File: config.mk
export PLATFORM = sky130hd
export DESIGN_NAME = rvex_ram
export DESIGN_NICKNAME = d
export VERILOG_FILES = /design/src/hdl/rv32i_instruction_execute_unit_defines.svh /design/src/hdl/rvex_ram.sv
export SDC_FILE = /design/constraint.sdc
export NUM_CORES = 1
export LEC_CHECK = 0
export ABC_AREA = 1
export BUFFER_PORTS_ARGS = -buffer_cell sky130_fd_sc_hd__buf_2
export CORE_MARGIN = 3
export CORE_UTILIZATION = 55
export DETAILED_ROUTE_END_ITERATION = 10
export PLACE_DENSITY_LB_ADDON = 0.3
export SYNTH_ARGS = -nofsm -noshare
export SYNTH_HDL_FRONTEND = slang
export SYNTH_SLANG_ARGS = --single-unit
File: constraint.sdc
create_clock -name clk_i -period 3.35 [get_ports clk_i]
set_input_delay 0.335 -clock clk_i [delete_from_list [all_inputs] [get_ports clk_i]]
set_output_delay 0.335 -clock clk_i [all_outputs]
set_load 0.03 [all_outputs]
File: src/hdl/rv32i_instruction_execute_unit_defines.svh
// ---------------------------------------------------------------------------
// RV32I execute unit assertion macros
// Concurrent check wrappers, clocked on clk_i and disabled in reset.
// ---------------------------------------------------------------------------
`ifndef RV32I_INSTRUCTION_EXECUTE_UNIT_DEFINES_SVH
`define RV32I_INSTRUCTION_EXECUTE_UNIT_DEFINES_SVH
`ifndef SYNTHESIS
`define RVEX_ASSERT(lbl, prop) \
  lbl: assert property (@(posedge clk_i) disable iff (!rst_ni) prop) else $error("check failed");
`define RVEX_ASSERT_NEVER(lbl, expr) \
  lbl: assert property (@(posedge clk_i) disable iff (!rst_ni) !(expr)) else $error("never failed");
`else
`define RVEX_ASSERT(lbl, prop)
`define RVEX_ASSERT_NEVER(lbl, expr)
`endif
`endif

File: src/hdl/rvex_ram.sv
// ---------------------------------------------------------------------------
// Generic RAM
// One write port and one read port, registered read data.
// ---------------------------------------------------------------------------
module rvex_ram #(
  parameter int WIDTH = 8,
  parameter int DEPTH = 16
) (
  input  logic                     clk_i,
  input  logic                     we_i,
  input  logic [$clog2(DEPTH)-1:0] waddr_i,
  input  logic [WIDTH-1:0]         wdata_i,
  input  logic                     re_i,
  input  logic [$clog2(DEPTH)-1:0] raddr_i,
  output logic [WIDTH-1:0]         rdata_o
);

  logic [WIDTH-1:0] mem_q [DEPTH];
  logic [WIDTH-1:0] rdata_q;

  // write and registered read
  always_ff @(posedge clk_i) begin
    if (we_i) begin
      mem_q[waddr_i] <= wdata_i;
    end
    if (re_i) begin
      rdata_q <= mem_q[raddr_i];
    end
  end

  assign rdata_o = rdata_q;

endmodule

# Word level (Yosys, flattened, before mapping)
# Memory sizes are Yosys's and may differ from the RTL's. A register that Yosys moved wholly into a read port is not among the register bits.
# Index checks and enable logic that the tools add are counted.
totals:
  wordCells: 3
  out_inout_bits: 8
  input_bits: 19
  mem_count: 1
  register_bits: 0
  mem_bits_rw: 128
classes:
  n_mux: 2
memory_table:
  columns: ["name", "words", "word_bits", "read_ports", "rd_clocked_by_memory_dff", "write_ports", "line_no", "text"]
  rows:
  - ["mem_q", 16, 8, 1, 1, 1, "rvex_ram.sv:18", "logic [WIDTH-1:0] mem_q [DEPTH];"]
ops:
  columns: ["cell", "n"]
  rows:
  - ["1-bit two-way mux", 2]

# Depth between registers and ports, before layout
# Gate-level depths: netlist (run 1).
depth:
  word_depth: 2
  depth_mapped: 8
  ltp_nobuf: 7

# Worst setup path before layout (run 1)
# Ideal clock, no wire load.
synth_path:
  path_type: "input-to-reg"
  from: "input port waddr_i[2]"
  to: "memory mem_q[10][0], enable pin"
  arrival_ns: 0.916
  required_time_ns: 2.980
  n_path_buf: 0
  setup_time_ns: 0.370
  path_stages: 2
  path_slack_ns: 2.064
  path_cell_list: "nand3b_1 nor2_1"
synth_rtl:
  columns: ["element", "line_no", "text"]
  rows:
  - ["from (decl)", "rvex_ram.sv:11", "input logic [$clog2(DEPTH)-1:0] waddr_i,"]
  - ["to (decl)", "rvex_ram.sv:18", null]
# Straight into the memory's write port.

==> summary.md, run 1 <==
| Metric | Value |
|---|---|
| CP Launch Type | input port |
| Net Sw Frac | around a fifth |
| Final Setup Violations | 0 |
| Detailed Routing Iterations Pass 1 | 5 |
| Clock network power share | 47.4% |
| Largest cells by area after synthesis | edfxtp_1 (70%), nand2_1 (11%), nand3_1 (8.3%) |
| Total CTS buffers | 17 |
| Max VDD drop | approximately 0.4 mV |
| Most common cell after layout, fill and taps aside | nand2_1 |
| Crit path from | raddr_i[1] |
| # DRC | 0 |
| Area grow syn2layout | 13.2% |
| Cells after Synth | between 500 and 600 |
| Die width | about 110 um |
| Gate power share | 5.7% |
| Netlist cell types | 11 |
| Number of routed nets with antenna violations | 0 |
| Setup TNS Final | 0 ps |
| #FFs+latches synth | 136 |
| Die area | 0.0119 sq mm |
| Largest net degree at the start of global routing | 65 |
| Finished Core Util | 64.1% |
| Commonest cells after routing, fill and taps aside | nand2_1 (173), edfxtp_1 (136), inv_1 (100) |
| GP Congestion | between 0.8 and 0.9 |
| Iter 0 DRT Violations | 319 |
| P_sw | ~850 uW |
| Hold Worst Slack | about 190 ps |
| DR vias | about 3800 |
| Worst-path clk slew | 60 ps |
| Max-cap viol count | 0 |
| Final net count | slightly below 600 |
| Worst-Margin Slew | 1000 ps |
| WP data arrival | 1860 ps |
| Sequential area share after synthesis | 69.8% |
| Max_slew headroom | 33.0% |
| Fin. max-slew vios | 0 |
| Wirelength, routed | 12.2 mm |
| Gr ovfl total | 0 |
| Final WS setup | 1750 ps |
| CTS sink cnt | between 100 and 150 |
| Post-Syn Nets | 570 |
| Post-Syn Area | 0.00585 sq mm |
| Total GRT Usage | 22.3% |
| Worst skew pair latency | 500 ps |
| Cell taking the most area after synthesis | edfxtp_1 |
| Int Power | 3260 uW |
| CTS tree | yes |
| I/O Buffers | 26 |
| RSZ-0062 raised after global routing | false |
| Hold Buf Count CTS | 0 |
| Avg Cell Area, Syn | 10.6 sq um |
| I/O pins | 27 |
| Vias in the first global route | about 3700 |
| Worst EP required | ~3600 ps |
| Crit path kind | input port to flip-flop |
| PD cells | approximately 620 mW/mm^2 |
| Antenna fix cells | 0 |
| Synth top area share | 69.8% |
| R2r startpoint | mem_q[2][2] |
| Crit share post-route | approximately 48% |
| H-tree depth | 4 |
| Cts repair resizes | 0 |
| Clk_skew | between 5 and 6 ps |
| FMAX | 624 MHz |
| HP Class | input port to flip-flop |
| Core ar. | between 0.01 and 0.015 sq mm |
| Post-layout minimum cycle time | between 1500 and 2000 ps |
| Layout fillers | just under 800 |
| Worst Setup End Kind | flip-flop |
| Vias per Instance | about 5.3 |
| Status | finished, final reports clean |
| Fraction of layout cells with a size suffix above 1 | 10.1% |
| Cell row count | 37 |
| CP max FO | 33 |
| First-pass GRT wire length | 19.2 mm |
| HPWL Detailed | around 7.5 mm |
| Hold Crit Start | re_i |
| Avg WL per Cell | ~17 um |
| Initial Util | 56.6% |
| Leak | 0.00285 uW |
| R2R Setup Slk | 2120 ps |
| Chip height | 109 um |
| Final Hold Fails | 0 |
| Post-CTS setup buffers | 0 |
| YS warnings | 0 |
| Antenna violations before repair | 0 |
| Worst slack at placement | 1210 ps |
| CTS Buffer Depth | 2 |
| CTS root buf | clkbuf_8 |
| Flop pwr share | 47.0% |
[synthesized netlist by cell type]
cell,count
inv_2,2
buf_2,13
inv_1,100
buf_4,4
nand3_1,97
nand2_1,173
nand3b_1,2
edfxtp_1,136
buf_6,6
nor2_1,17
buf_1,1
[final timing paths]
check,to,depth (start not counted)
hold reg to reg,rdata_o[5],6
setup reg to reg,rdata_o[2],6
hold / removal,rdata_o[2],1
setup / recovery,rdata_o[0],6
[metrics by stage]
stage / instances / power (uW) / instance area, sq um
2_1_floorplan: 551 / 2110 / 5850
3_3_place_gp: 691 / 2190 / 6000
3_5_place_dp: 691 / 2190 / 6000
4_1_cts: 722 / 4120 / 6620
5_1_grt: 722 / 4230 / 6620
6_report: 722 / 4100 / 6620
[metal layers]
metal	vias to the layer above	wire length, um	track usage (%)
met5	-	0	0
met4	0	201	6.94
met3	22	900	4.80
met2	161	5990	36.5
met1	1792	5150	30.0
li1	1826	-	-
[worst max-delay path: stages]
cell and delay, ps:
buf_2 510, inv_2 430, nand3_1 220, nand3_1 130, nand3_1 150, nand2_1 60
[registers in the layout, indices dropped and copies added, names as in the netlist]
signal,count
rdata_o,8
mem_q,128
[power groups by stage]
stage / Sequential, uW / Clock, uW / Combinational [uW]
4_1_cts: 1930 / 1960 / 233
3_3_place_gp: 1960 / 0 / 228
6_report: 1930 / 1940 / 232
5_1_grt: 1930 / 2040 / 260
2_1_floorplan: 1980 / 0 / 134
3_5_place_dp: 1960 / 0 / 231
[cells by family (layout without fill, tap and decap cells)]
kind of cell | count (synthesis) | after routing | synth area share [%]
DFF | 136 | 136 | 69.8
buffers and inverters | 126 | 161 | 9.39
and+or+nand+nor | 289 | 289 | 20.8
[final cells by class]
class / instances / area, sq um / area share, %
sequential: 136 / 4080 / 61.7
timing repair buffer: 28 / 145 / 2.19
multi-input combinational: 289 / 1210 / 18.3
inverter: 102 / 383 / 5.79
clock inverter: 12 / 200 / 3.03
tap: 136 / 170 / 2.57
clock buffer: 19 / 422 / 6.37
Note: power is estimated with default switching activity, not from simulation.
==> run 2, diff against run 1 <==
Clock period 3.35 ns to 1.5 ns, I/O delays scaled along.
==> run 2 against run 1 <==
Compared with the run above:
- critical path depth fell by 5
- sequential power up 120%
- global-route usage grew 1.6 points
- power increased by 130%
- utilization up 2.2 points
- combinational power grew 140%
- sequential cell count did not move
- first-iteration DRC count down 1.6%
- final cell count up 3.2%
- critical path type is now flip-flop to output pin
- largest power group unchanged
==> summary.md, run 2 (synthesis gave the netlist of run 1 again) <==
| Metric | Value |
|---|---|
| Total CTS buffers | 17 |
| Clk_skew | around 7 ps |
| Area grow syn2layout | 17.1% |
| Max-cap viol count | 0 |
| Clock network power share | 47.9% |
| Worst-path clk slew | 60 ps |
| Cell area after layout | 0.00684 sq mm |
| Leak | 0.00298 uW |
| Hold Crit Start | wdata_i[5] |
| CP Launch Type | flip-flop |
| Largest net degree at the start of global routing | 34 |
| Final Hold Fails | 0 |
| P_sw | 1880 uW |
| Max_slew headroom | 59.2% |
| Cts repair resizes | 0 |
| GP Congestion | 0.870 |
| Critical-path cell list | buf_2 |
| HPWL Detailed | ~7.7 mm |
| H-tree depth | 4 |
| Iter 0 DRT Violations | 314 |
| DR vias | 3950 |
| Vias in the first global route | ~3800 |
| Wirelength, routed | approximately 13 mm |
| HP Class | input port to flip-flop |
| Post-CTS setup buffers | 0 |
| Detailed Routing Iterations Pass 1 | 6 |
| Crit path kind | flip-flop to output pin |
| WP data arrival | 1120 ps |
| Crit share post-route | 84.9% |
| Int Power | 7460 uW |
| Slowest-stage cell, CP | edfxtp_1 |
| Antenna violations before repair | 0 |
| Net Sw Frac | 20.1% |
| Cell row count | 37 |
| Max VDD drop | ~1.2 mV |
| Commonest cells after routing, fill and taps aside | nand2_1 (173), edfxtp_1 (136), inv_1 (100) |
| Fraction of layout cells with a size suffix above 1 | 12.5% |
| Final Setup Violations | 0 |
| Core ar. | 0.0103 sq mm |
| CP max FO | 1 |
| Most common cell after layout, fill and taps aside | nand2_1 |
| FMAX | around 790 MHz |
| Chip height | 109 um |
| Initial Util | 56.6% |
| CTS Buffer Depth | 2 |
| # DRC | 0 |
| Biggest register | mem_q |
| CTS root buf | clkbuf_8 |
| CP Buf/Inv Count | 1 |
| Worst skew pair latency | 510 ps |
| Number of routed nets with antenna violations | 0 |
| Dpl cell area | 0.00620 sq mm |
| Status | finished, final reports clean |
| Total Power | 9340 uW |
| I/O Buffers | 26 |
| CTS sink cnt | 136 |
| Die width | 109 um |
| Vias per Instance | 5.30 |
| Post-layout minimum cycle time | 1270 ps |
| Antenna fix cells | 0 |
| Setup TNS Final | 0 ps |
| First-pass GRT wire length | 20.4 mm |
| Final net count | 615 |
| Worst EP required | 1350 ps |
| R2r startpoint | mem_q[4][1] |
| Worst path max stage delay | 410 ps |
| Total GRT Usage | 23.9% |
| Fin. max-slew vios | 0 |
| Worst-Margin Slew | 611 ps |
| Flop pwr share | 46.1% |
| Gr ovfl total | 0 |
| I/O pins | 27 |
| CTS tree | yes |
| Avg WL per Cell | between 15 and 20 um |
| Crit path from | rdata_o[7] |
| Max reg flops | 128 |
| Gate power share | 6.1% |
| RSZ-0062 raised after global routing | false |
| Crit path max-delay family | flip-flops |
| Worst Setup End Kind | output pin |
| Die area | around 0.012 sq mm |
| PD cells | 1360 mW/mm^2 |
| Hold Worst Slack | between 50 and 60 ps |
## run 2: layer usage
metal / up-vias / track usage [%] / part of all wire, %
li1: 1872 / - / -
met1: 1889 / 33.4 / 41
met2: 173 / 36.8 / 48
met3: 16 / 6.57 / 8.5
met4: 0 / 7.66 / 1.8
met5: - / 0 / 0
## run 2: final cells by class
class                   instances  area, sq um
repair buffers                 50          363
fillers                       789         3480
clock inverters                11          201
flip-flops and latches        136         4080
well taps                     136          170
multi-input cells             289         1210
inverters                     102          383
clock buffers                  21          429
## run 2: worst paths after layout
kind	endpoint	slack, ps	cells after the start
worst max-delay path	rdata_o[7]	230	1
worst min-delay path	mem_q[2][5]	50	1
worst max register to register	rdata_o[1]	320	6
worst min register to register	rdata_o[2]	760	6
## run 2: power groups by stage
stage               combinational [uW]  clock [uW]  sequential, uW
floorplan                          300           0            4420
finish                             566        4470            4310
detailed placement                 557           0            4380
CTS                                567        4530            4300
global route                       624        4730            4310
global placement                   547           0            4380
## run 2: timing repair
action / in CTS / in global routing
hold buffers: 1 / 0
hold endpoints to repair: 8 / 0
setup endpoints to repair: 0 / 0
## run 2: per-stage QoR
step | instances | setup slack [ps] | util, %
finish | 745 | 227 | 66.3
global route | 745 | 175 | 66.3
CTS | 745 | 201 | 66.3
detailed placement | 712 | 88.1 | 60.1
global placement | 712 | 112 | 60.1
floorplan | 551 | 399 | -
